$ cat src/hw/rtl/tlca_pkg.sv
// Shared types and constants for the binary-lifting LCA unit.
// Used by the controller, the datapath, the top level and the checker.
`default_nettype none
package tlca_pkg;

	localparam int NODE_W  = 10;
	localparam int DEPTH_W = 11;
	localparam logic [DEPTH_W-1:0] DEPTH_MAX = 11'h7FF;

	localparam logic FUNC_INSERT = 1'b0;
	localparam logic FUNC_QUERY  = 1'b1;

	typedef struct packed {
		logic              func;
		logic [NODE_W-1:0] node_a;
		logic [NODE_W-1:0] node_b;
	} req_item_t;

	typedef struct packed {
		logic [NODE_W-1:0]  common_ancestor;
		logic [DEPTH_W-1:0] distance;
	} rsp_item_t;

	// Datapath step codes issued by the controller.
	localparam int STEP_W = 4;
	localparam logic [STEP_W-1:0] STEP_NONE      = 4'd0;
	localparam logic [STEP_W-1:0] STEP_LOAD      = 4'd1;
	localparam logic [STEP_W-1:0] STEP_INS_DEPTH = 4'd2;
	localparam logic [STEP_W-1:0] STEP_INS_LEVEL = 4'd3;
	localparam logic [STEP_W-1:0] STEP_Q_DEPTH   = 4'd4;
	localparam logic [STEP_W-1:0] STEP_Q_UP_ANC  = 4'd5;
	localparam logic [STEP_W-1:0] STEP_Q_UP_CMP  = 4'd6;
	localparam logic [STEP_W-1:0] STEP_Q_JUMP    = 4'd7;
	localparam logic [STEP_W-1:0] STEP_Q_ROOT    = 4'd8;
	localparam logic [STEP_W-1:0] STEP_OUT       = 4'd9;

	typedef struct packed {
		logic [STEP_W-1:0] step;
	} cmd_t;

	typedef struct packed {
		logic query;     // current item is a query
		logic node_zero; // first node is the sentinel
		logic lvl_zero;  // level counter at 0
		logic lvl_last;  // level counter at LEVELS-1
		logic meet;      // lifted node equals the other node
	} status_t;

endpackage
`default_nettype wire

$ cat src/hw/rtl/tlca_ctrl.sv
// Sequencer for the LCA unit: walks insert and query steps and owns the
// request/response handshakes. Depends on tlca_pkg.
`default_nettype none
module tlca_ctrl (
	input  wire               clk,
	input  wire               arst_n,
	input  wire               req_valid,
	output logic              req_ready,
	output logic              rsp_valid,
	input  wire               rsp_ready,
	input  tlca_pkg::status_t status,
	output tlca_pkg::cmd_t    cmd
);
	import tlca_pkg::*;

	localparam logic [3:0] S_IDLE      = 4'd0;
	localparam logic [3:0] S_DEPTH     = 4'd1;
	localparam logic [3:0] S_INS_LEVEL = 4'd2;
	localparam logic [3:0] S_Q_UP_ANC  = 4'd3;
	localparam logic [3:0] S_Q_UP_CMP  = 4'd4;
	localparam logic [3:0] S_Q_JUMP    = 4'd5;
	localparam logic [3:0] S_Q_ROOT    = 4'd6;
	localparam logic [3:0] S_OUT       = 4'd7;

	logic [3:0] state_q;
	logic [3:0] state_d;
	logic       rsp_valid_q;
	logic       can_load;

	assign can_load  = !rsp_valid_q || rsp_ready;
	assign req_ready = (state_q == S_IDLE);
	assign rsp_valid = rsp_valid_q;

	always_comb begin
		state_d  = state_q;
		cmd.step = STEP_NONE;
		case (state_q)
			S_IDLE: begin
				if (req_valid) begin
					cmd.step = STEP_LOAD;
					state_d  = S_DEPTH;
				end
			end
			S_DEPTH: begin
				if (status.query) begin
					cmd.step = STEP_Q_DEPTH;
					state_d  = S_Q_UP_ANC;
				end else begin
					cmd.step = STEP_INS_DEPTH;
					state_d  = status.node_zero ? S_OUT : S_INS_LEVEL;
				end
			end
			S_INS_LEVEL: begin
				cmd.step = STEP_INS_LEVEL;
				if (status.lvl_last) begin
					state_d = S_OUT;
				end
			end
			S_Q_UP_ANC: begin
				cmd.step = STEP_Q_UP_ANC;
				state_d  = S_Q_UP_CMP;
			end
			S_Q_UP_CMP: begin
				cmd.step = STEP_Q_UP_CMP;
				if (status.lvl_zero) begin
					state_d = status.meet ? S_OUT : S_Q_JUMP;
				end else begin
					state_d = S_Q_UP_ANC;
				end
			end
			S_Q_JUMP: begin
				cmd.step = STEP_Q_JUMP;
				if (status.lvl_zero) begin
					state_d = S_Q_ROOT;
				end
			end
			S_Q_ROOT: begin
				cmd.step = STEP_Q_ROOT;
				state_d  = S_OUT;
			end
			S_OUT: begin
				if (can_load) begin
					cmd.step = STEP_OUT;
					state_d  = S_IDLE;
				end
			end
			default: begin
				state_d = S_IDLE;
			end
		endcase
	end

	always_ff @(posedge clk or negedge arst_n) begin
		if (!arst_n) begin
			state_q     <= S_IDLE;
			rsp_valid_q <= 1'b0;
		end else begin
			state_q <= state_d;
			if (cmd.step == STEP_OUT) begin
				rsp_valid_q <= 1'b1;
			end else if (rsp_ready) begin
				rsp_valid_q <= 1'b0;
			end
		end
	end

endmodule
`default_nettype wire

$ cat config.mk
export PLATFORM = sky130hd
export DESIGN_NAME = tlca_ctrl
export DESIGN_NICKNAME = d
export VERILOG_FILES = /design/src/hw/rtl/tlca_pkg.sv /design/src/hw/rtl/tlca_ctrl.sv
export SDC_FILE = /design/constraint.sdc
export NUM_CORES = 1
export LEC_CHECK = 0
export BUFFER_PORTS_ARGS = -buffer_cell sky130_fd_sc_hd__buf_2
export CORE_AREA = 2 2 39 41
export DETAILED_ROUTE_END_ITERATION = 12
export DIE_AREA = 0 0 41 43
export GPL_ROUTABILITY_DRIVEN = 0
export SKIP_CTS_REPAIR_TIMING = 1
export SLEW_MARGIN = 30
export SYNTH_ARGS = -nofsm -noshare
export SYNTH_HDL_FRONTEND = slang
export SYNTH_SLANG_ARGS = --single-unit
$ cat constraint.sdc
create_clock -name clk -period 1.9 [get_ports clk]
set_input_delay 0.095 -clock clk [delete_from_list [all_inputs] [get_ports clk]]
set_output_delay 0.095 -clock clk [all_outputs]
set_load 0.05 [all_outputs]
======== Word level (Yosys, flattened, before mapping) ========
Index checks and enable logic that the tools add are counted.
cells by class
  equality and inequality tests ........... 12
  mux-type cells .......................... 15
  reductions and logical operators ........ 5
operator list
  operator                                              count
  case mux 4 bit (8 select lines)                       2
  2-to-1 mux 4 bit                                      5
  equality test 4 x 3 -> 1 bit (second input constant)  4
  2-to-1 mux 3 bit                                      4
  equality test 4 x 2 -> 1 bit (second input constant)  2
  != test 2 bit (second input constant)                 4
  equality test 4 x 1 -> 1 bit (second input constant)  1
  equality test 4 bit (second input constant)           1
  zero test 4 bit                                       1
  AND reduction 4 bit                                   1
  2-to-1 mux 1 bit                                      3
  2-to-1 mux 2 bit                                      1
  nonzero test 2 bit                                    1
  zero test 1 bit                                       1
  logical OR 1 bit                                      1
word-level totals
  flip-flop bits (word level) ............. 5
  input bits .............................. 9
  output and inout port bits .............. 6
  logic and storage cells ................. 34

======== Logic depth before layout (Yosys ltp) ========
Gate-level depths: netlist of the first run.
  word-level depth ........................ 6
  mapped depth ............................ 5
  depth with buffers taken out ............ 3

======== Least setup slack after synthesis of the first run ========
No wires, ideal clock.
  kind .................................... register to output
  start ................................... register state_q[0]
  end ..................................... output cmd[0] in the netlist's numbering
  data arrival time ....................... 1771 ps
  required time ........................... 1805 ps
  setup slack ............................. 34 ps
  cell stages (with the launch flop) ...... 5
  buffers on the path ..................... 1
  cells stage by stage .................... dfrtp_1 > buf_6 > inv_1 > a21oi_1 > o21ai_0
RTL lines
  item                    line             RTL
  start, declared         tlca_ctrl.sv:25  logic [3:0] state_q;
  start signal, assigned  tlca_ctrl.sv:98  state_q <= state_d;
  end, declared           tlca_ctrl.sv:12  output tlca_pkg::cmd_t cmd

==> impl_metrics.env, run 1 <==
export IMPL_min_to="state_q[1]$_DFFE_PN0P_"
export IMPL_drc_errors=0
export IMPL_synth_seq_cells=4
export IMPL_slowest_delay_ps=540
export IMPL_fin_crit_ps=1600
export IMPL_synth_xor_area_share_pct=0
export IMPL_crit_family="flip-flops"
export IMPL_synth_area_per_cell_um2=9.20
export IMPL_drt_total_wl_um=720
export IMPL_antenna_found_initial=0
export IMPL_hold_violations=0
export IMPL_dp_hpwl_um=557
export IMPL_reg2reg_to="state_q[0]$_DFFE_PN0P_"
export IMPL_yosysTopAreaCellShare_pct=27.2
export IMPL_syn_area_um2=368
export IMPL_gr_usage_all_layers_pct=8.77
export IMPL_ys_warn_count=0
export IMPL_ant_nets=0
export IMPL_yosys_area_share_simple_pct=21.4
export IMPL_antenna_cells=0
export IMPL_cts_buffer_depth=2
export IMPL_insertion_delay_ps=230
export IMPL_htreeDepth=1
export IMPL_wire_per_inst_um=10.3
export IMPL_fmax_mhz=623
export IMPL_start_util_pct=26.6
export IMPL_yosysTopAreaCell="dfrtp_1"
export IMPL_vias_per_cell=4.91
export IMPL_fin_nets=65
export IMPL_ios=15
export IMPL_outcome="finished, final reports clean"
export IMPL_critical_path_slowest_cell="dfrtp_1"
export IMPL_ys_flop_type="dfrtp_1"
export IMPL_grt_pass1_wl_um=1100
export IMPL_die_x_um=41
export IMPL_grt_start_max_net_pins=19
export IMPL_synth_area_mux_share_pct=2.72
export IMPL_postSynth_asyncResetShare_pct=100
export IMPL_vias=344
export IMPL_fin_tns_setup_ps=0
export IMPL_rsz0062_at_grt="no"
export IMPL_drt_iter0_markers=2
export IMPL_synth_compound_area_share_pct=36.4
export IMPL_end_kind="output pin"
export IMPL_reg2reg_depth=3
export IMPL_fin_area_um2=449
export IMPL_synth_seq_area_share_pct=27.2
export IMPL_synth_top_family_by_area="compound AO/OA/AOI/OAI gates"
export IMPL_crit_path_max_fanout=14
export IMPL_synth_edf_count=0
export IMPL_critPathKind="reg -> out"
export IMPL_grt_pass1_vias=270
export IMPL_path_cells="and2b_2, o31a_1, buf_2"
export IMPL_cp_buffers_inverters=1
export IMPL_numCtsBuffers=3
export IMPL_yosysUniqueCellTypes=25
export IMPL_r2r_start="state_q[1]$_DFFE_PN0P_"
export IMPL_core_region_area_um2=1380
export IMPL_synth_cells=40
export IMPL_slew_viol_final=0
export IMPL_synthAdderAreaFrac_pct=0
export IMPL_root_buffer="clkbuf_4"
export IMPL_hold_path_startpoint="status[0]"
export IMPL_drv_cap=0
export IMPL_grt_overflow=0
export IMPL_finalCritPeriodShare_pct=84.4
export IMPL_die_h_um=43
export IMPL_cts_sinks=4
export IMPL_row_count=14
export IMPL_cp_required_ps=1800
export IMPL_hold_depth=3
export IMPL_rrSetupSlack_ps=500
export IMPL_synthTopCellsByArea="dfrtp_1 27%, a2111oi_4 7.5%, buf_6 6.1%"
export IMPL_numPortBuffers=14
export IMPL_syn_nets=49
export IMPL_arrival_ps=1510
export IMPL_die_area_um2=1760
export IMPL_drive_gt1_share_pct=42.6
export IMPL_fin_skew_ps=1.68
export IMPL_synth_commonest_cells="4 x a21oi_1, 4 x dfrtp_1, 3 x nor2_1, 3 x o21ai_0"
export IMPL_hp_class="in -> reg"
export IMPL_tritoncts="done"
export IMPL_max_slew_worst_pin_slew_ps=564
export IMPL_path_clk_slew_ps=40
export IMPL_cp_start_kind="flop"
export IMPL_dpl_cell_area_um2=417
export IMPL_first_pass_iters=2
export IMPL_slew_headroom_pct=62.4
export IMPL_setup_viol=0
export IMPL_area_delta_synth_final_pct=22.1
## registers in the layout (all words and copies together) (netlist names)
register	count
state_q	3
rsp_valid	1
## through the flow
stage               worst slack [ps]  util (%)  hold WS [ps]  cells
finish                           296      32.5           163     70
global route                     192      32.5           203     70
CTS                              281      31.7          -340     69
detailed placement               512      30.1         -96.4     66
global placement                 531      30.1         -96.6     66
floorplan                       33.8         -          -201     40
## worst register-to-register path: stages, from the launching register on
cell	delay (ps)
dfrtp_1	690
nor2b_2	110
a2111oi_4	350
o22ai_1	130
## worst max-delay path by stage
stage	slack, ps	to	from	depth (start not counted)
global route	190	cmd[0]	state_q[0]$_DFFE_PN0P_	4
finish	300	cmd[1]	state_q[0]$_DFFE_PN0P_	3
floorplan	30	cmd[0]	state_q[0]$_DFFE_PN0P_	4
CTS	280	cmd[1]	state_q[0]$_DFFE_PN0P_	3
global placement	530	cmd[1]	state_q[0]$_DFFE_PN0P_	3
detailed placement	510	state_q[0]$_DFFE_PN0P_	state_q[1]$_DFFE_PN0P_	3
## cells in the final DEF, fill, tap and decap left out
master	count
nand2_4	1
nor2b_2	1
clkbuf_4	3
a21o_2	1
dlygate4sd3_1	1
o32ai_1	1
a2111oi_4	1
or2_2	1
a21oi_1	4
a211oi_1	2
mux2i_1	1
buf_2	14
nor2_1	3
o21a_1	1
inv_1	1
nor4b_1	1
and2b_2	1
dfrtp_1	4
o31a_1	2
nor3_1	2
o21bai_1	1
nor2b_1	1
o22ai_1	1
o21ai_0	3
nand2_1	2
## metal layers
metal / GRT usage [%] / wire length (um) / up-vias
li1: - / - / 177
met1: 11.7 / 346 / 162
met2: 14.1 / 342 / 5
met3: 1.57 / 31 / 0
met4: 2.00 / 0 / 0
met5: 0 / 0 / -
## logic make-up after synthesis
| logic type | Yosys count |
|---|---|
| flip-flops | 4 |
| AND/OR/NAND/NOR | 13 |
| AO/OA/AOI/OAI | 17 |
| buffers and inverters | 5 |
| multiplexers | 1 |
## final cells by class
class	count	area [um^2]
fill	145	935
clock buffer	3	22.5
inverter	1	3.75
tap	16	20.0
sequential	4	100
timing repair buffer	15	80.1
multi-input combinational	31	223
Power of run 1 is not shown: default switching activity piles up to over one toggle a cycle in this logic, so the estimate is an artifact.
==> inputs of run 2 (changes only) <==
==> constraint.sdc (replaced) <==
create_clock -name clk -period 1.43 [get_ports clk]
set_input_delay 0.0715 -clock clk [delete_from_list [all_inputs] [get_ports clk]]
set_output_delay 0.0715 -clock clk [all_outputs]
set_load 0.05 [all_outputs]
==> run 2 against run 1 <==
Utilization increased by 7.6 points. Via count rose by 19%. Non-clock buffer count is 11 higher. Count of clock-buffer cells in the layout is the same. Sequential share of layout area is 3.5 points lower. Critical path depth unchanged. Final cell count grew 16%. Register-to-register slack got worse by 390 ps. Wire length increased by 42%. Critical path type unchanged. Critical endpoint unchanged. Highest routed layer unchanged.
==> impl_metrics.env, run 2 (same netlist as run 1, synthesis figures left out) <==
export IMPL_dp_hpwl_um=660
export IMPL_wire_per_inst_um=12.6
export IMPL_critPathKind="reg -> out"
export IMPL_r2r_start="state_q[1]$_DFFE_PN0P_"
export IMPL_vias=409
export IMPL_path_clk_slew_ps=40
export IMPL_core_region_area_um2=1380
export IMPL_fin_ws_ps=33.1
export IMPL_numCtsBuffers=3
export IMPL_cts_buffer_depth=2
export IMPL_ant_nets=0
export IMPL_max_slew_worst_pin_slew_ps=300
export IMPL_grt_pass1_wl_um=1400
export IMPL_die_area_um2=1760
export IMPL_slew_headroom_pct=79.7
export IMPL_numPortBuffers=14
export IMPL_root_buffer="clkbuf_4"
export IMPL_hold_violations=0
export IMPL_fin_skew_ps=0.209
export IMPL_htreeDepth=1
export IMPL_cp_depth=3
export IMPL_slowest_delay_ps=460
export IMPL_area_delta_synth_final_pct=50.7
export IMPL_grt_overflow=0
export IMPL_die_x_um=41
export IMPL_cts_sinks=4
export IMPL_fin_nets=76
export IMPL_mostFrequentLayoutCell="buf_2"
export IMPL_grt_pass1_vias=327
export IMPL_first_pass_iters=4
export IMPL_gr_usage_all_layers_pct=12.1
export IMPL_reg2reg_to="state_q[0]$_DFFE_PN0P_"
export IMPL_drc_errors=0
export IMPL_path_cells="and2b_2, o31a_1, buf_4"
export IMPL_tritoncts="done"
export IMPL_rrSetupSlack_ps=110
export IMPL_fin_crit_ps=1400
export IMPL_drt_iter0_markers=7
export IMPL_antenna_found_initial=0
export IMPL_crit_family="flip-flops"
export IMPL_most_common_layout_cells="12 x buf_2, 11 x buf_4"
export IMPL_grt_start_max_net_pins=15
export IMPL_critical_path_slowest_cell="dfrtp_2"
export IMPL_drt_total_wl_um=1020
export IMPL_vias_per_cell=5.05
export IMPL_outcome="finished, final reports clean"
export IMPL_arrival_ps=1330
export IMPL_crit_path_max_fanout=7
export IMPL_cp_required_ps=1360
export IMPL_reg2reg_depth=4
export IMPL_insertion_delay_ps=230
export IMPL_drv_cap=0
export IMPL_regMostFlops="state_q"
export IMPL_row_count=14
export IMPL_fmax_mhz=716
export IMPL_finalCritPeriodShare_pct=97.7
export IMPL_cp_buffers_inverters=1
export IMPL_largest_reg_flops=3
export IMPL_die_h_um=43
export IMPL_ios=15
export IMPL_antenna_cells=0
export IMPL_pre_cts_ws_ps=52.3
export IMPL_start_util_pct=26.6
export IMPL_cp_start_kind="flop"
export IMPL_setup_viol=0
export IMPL_end_kind="output pin"
export IMPL_drive_gt1_share_pct=61.5
export IMPL_critPathLaunch="state_q[0]$_DFFE_PN0P_"
export IMPL_slew_viol_final=0
export IMPL_crit_end="cmd[1]"
export IMPL_hp_class="in -> reg"
run 2: changes by cell type in the layout (fill, tap and decap cells not counted), moves of 2 or more:
| cell | previous run | this run |
|---|---|---|
| dfrtp_1 | 4 | 1 |
| buf_4 | 0 | 11 |
| buf_2 | 14 | 12 |
| dfrtp_2 | 0 | 3 |
run 2: area by class of cell:
class	count	area, um^2
fillers	150	830
multi-input cells	31	235
flip-flops and latches	4	104
inverters	1	3.75
well taps	16	20.0
repair buffers	26	169
clock buffers	3	22.5
run 2: how the worst min path moves through the flow:
stage	cells past startpoint	slack, ps	end	from
6_report	3	140	state_q[1]$_DFFE_PN0P_	status[0]
5_1_grt	3	150	state_q[1]$_DFFE_PN0P_	status[0]
4_1_cts	1	-370	rsp_valid$_DFFE_PN0P_	arst_n
3_5_place_dp	1	-120	state_q[1]$_DFFE_PN0P_	arst_n
3_3_place_gp	1	-110	state_q[2]$_DFFE_PN0P_	arst_n
2_1_floorplan	0	-220	rsp_valid$_DFFE_PN0P_	arst_n
run 2: worst register-to-register path: cells and delay by family (launching register included):
| kind | cells | cell delay (ps) |
|---|---|---|
| compound gates | 2 | 450 |
| buf+inv | 2 | 290 |
| flops | 1 | 450 |
run 2: metal layers:
metal | up-vias | GRT usage [%] | wire, um
li1 | 198 | - | -
met1 | 200 | 17.0 | 438
met2 | 11 | 15.6 | 522
met3 | 0 | 6.28 | 58
met4 | 0 | 4.00 | 0
met5 | - | 0 | 0
run 2: metrics by stage:
step           hold WS, ps  util [%]  TNS (ps)  cells  area, um^2
6_report               145      40.1         0     81         554
5_1_grt                155      40.1     -5.35     81         554
4_1_cts               -368      34.8      -723     73         482
3_5_place_dp          -117      33.2         0     70         459
3_3_place_gp          -114      33.2         0     70         459
2_1_floorplan         -224         -      -139     40         380
Power of run 2 is left out for the same reason.
==> inputs of run 3 (changes only) <==
--- a/config.mk
+++ b/config.mk
@@ -5,13 +5,13 @@
 export SDC_FILE = /design/constraint.sdc
 export NUM_CORES = 1
 export LEC_CHECK = 0
-export BUFFER_PORTS_ARGS = -buffer_cell sky130_fd_sc_hd__buf_2
+export BUFFER_PORTS_ARGS = -buffer_cell sky130_fd_sc_hd__buf_4
 export CORE_AREA = 2 2 39 41
 export DETAILED_ROUTE_END_ITERATION = 12
 export DIE_AREA = 0 0 41 43
 export GPL_ROUTABILITY_DRIVEN = 0
 export SKIP_CTS_REPAIR_TIMING = 1
-export SLEW_MARGIN = 30
+export SLEW_MARGIN = 10
 export SYNTH_ARGS = -nofsm -noshare
 export SYNTH_HDL_FRONTEND = slang
 export SYNTH_SLANG_ARGS = --single-unit
==> run 3 against run 2 <==
Worst setup slack improved by 12 ps. Highest routed layer unchanged. Die area did not move. Global-route usage shrank 1.3 points. First-iteration DRC count shrank 100%. Count of clock-buffer cells in the layout stayed put. Critical path depth stayed put. Sequential share of layout area down 1.4 points. Fmax increased by 0.89%. Final cell count is 1.2% higher.
==> impl_metrics.env, run 3 (same netlist as run 1, synthesis figures left out) <==
export IMPL_outcome="finished, final reports clean"
export IMPL_insertion_delay_ps=240
export IMPL_path_clk_slew_ps=40
export IMPL_slew_headroom_pct=81.1
export IMPL_reg2reg_to="state_q[0]$_DFFE_PN0P_"
export IMPL_grt_pass1_wl_um=1280
export IMPL_crit_path_max_fanout=7
export IMPL_path_cells="and2b_2, o31a_1, buf_6"
export IMPL_tritoncts="done"
export IMPL_reg2reg_depth=4
export IMPL_row_count=14
export IMPL_critPathLaunch="state_q[0]$_DFFE_PN0P_"
export IMPL_wire_per_inst_um=11.2
export IMPL_first_pass_iters=1
export IMPL_fmax_mhz=722
export IMPL_dp_hpwl_um=633
export IMPL_numPortBuffers=14
export IMPL_drive_gt1_share_pct=63.6
export IMPL_drt_iter0_markers=0
export IMPL_critPathKind="reg -> out"
export IMPL_largest_reg_flops=3
export IMPL_fin_nets=77
export IMPL_rrSetupSlack_ps=90
export IMPL_htreeDepth=1
export IMPL_antenna_cells=0
export IMPL_slowest_delay_ps=450
export IMPL_gr_usage_all_layers_pct=10.8
export IMPL_die_x_um=41
export IMPL_dpl_cell_area_um2=494
export IMPL_die_h_um=43
export IMPL_ios=15
export IMPL_cts_sinks=4
export IMPL_pre_cts_ws_ps=118
export IMPL_start_util_pct=26.6
export IMPL_grt_overflow=0
export IMPL_grt_start_max_net_pins=14
export IMPL_cp_start_kind="flop"
export IMPL_numCtsBuffers=3
export IMPL_arrival_ps=1310
export IMPL_fin_ws_ps=45.4
export IMPL_r2r_start="state_q[0]$_DFFE_PN0P_"
export IMPL_hp_class="in -> async"
export IMPL_ant_nets=0
export IMPL_fin_skew_ps=1.34
export IMPL_antenna_found_initial=0
export IMPL_cts_buffer_depth=2
export IMPL_area_delta_synth_final_pct=62.9
export IMPL_mostFrequentLayoutCell="buf_4"
export IMPL_vias=406
export IMPL_setup_viol=0
export IMPL_core_region_area_um2=1380
export IMPL_regMostFlops="state_q"
export IMPL_drc_errors=0
export IMPL_fin_crit_ps=1380
export IMPL_cp_required_ps=1360
export IMPL_finalCritPeriodShare_pct=96.8
export IMPL_final_util_pct=43.3
export IMPL_fin_area_um2=599
export IMPL_dpl_cell_count=70
export IMPL_end_kind="output pin"
export IMPL_vias_per_cell=4.95
export IMPL_most_common_layout_cells="23 x buf_4, 3 x a21oi_1, 3 x nor2_1, 3 x clkbuf_4, 3 x dfrtp_2"
export IMPL_slew_viol_final=0
export IMPL_drv_cap=0
export IMPL_hold_violations=0
export IMPL_critical_path_slowest_cell="dfrtp_2"
export IMPL_max_slew_worst_pin_slew_ps=283
export IMPL_root_buffer="clkbuf_4"
export IMPL_finalNonFillerCells=82
export IMPL_drt_total_wl_um=918
export IMPL_grt_pass1_vias=328
export IMPL_die_area_um2=1760
## run 3: area by class of cell
class / count / area (um^2)
well taps: 16 / 20.0
fillers: 139 / 785
repair buffers: 27 / 210
flip-flops and latches: 4 / 104
clock buffers: 3 / 22.5
inverters: 1 / 3.75
multi-input cells: 31 / 239
## run 3: worst max path at each step
stage	to	slack (ps)	cells past startpoint
CTS	cmd[1]	-140	3
global placement	state_q[2]$_DFFE_PN0P_	130	3
global route	req_ready	-8	3
floorplan	cmd[0]	-140	3
detailed placement	state_q[0]$_DFFE_PN0P_	120	3
finish	cmd[1]	50	3
## run 3: critical path, delay by kind of cell, from the launching register on
| kind | cells | cell delay [ps] |
|---|---|---|
| flops | 1 | 450 |
| compound gates | 1 | 250 |
| simple gates | 1 | 220 |
| buf+inv | 1 | 150 |
## run 3: metrics by stage
step | hold slack, ps | setup TNS (ps)
3_3_place_gp | -128 | 0
5_1_grt | 162 | -8.26
2_1_floorplan | -224 | -139
3_5_place_dp | -130 | 0
4_1_cts | -386 | -447
6_report | 164 | 0
## run 3: layer usage
layer / vias to the layer above / global-route usage, % / part of all wire (%)
met3: 0 / 6.28 / 7.2
met4: 0 / 2.00 / 0
met5: - / 0 / 0
li1: 200 / - / -
met1: 195 / 13.3 / 41
met2: 11 / 15.9 / 52
Power of run 3 is left out for the same reason.
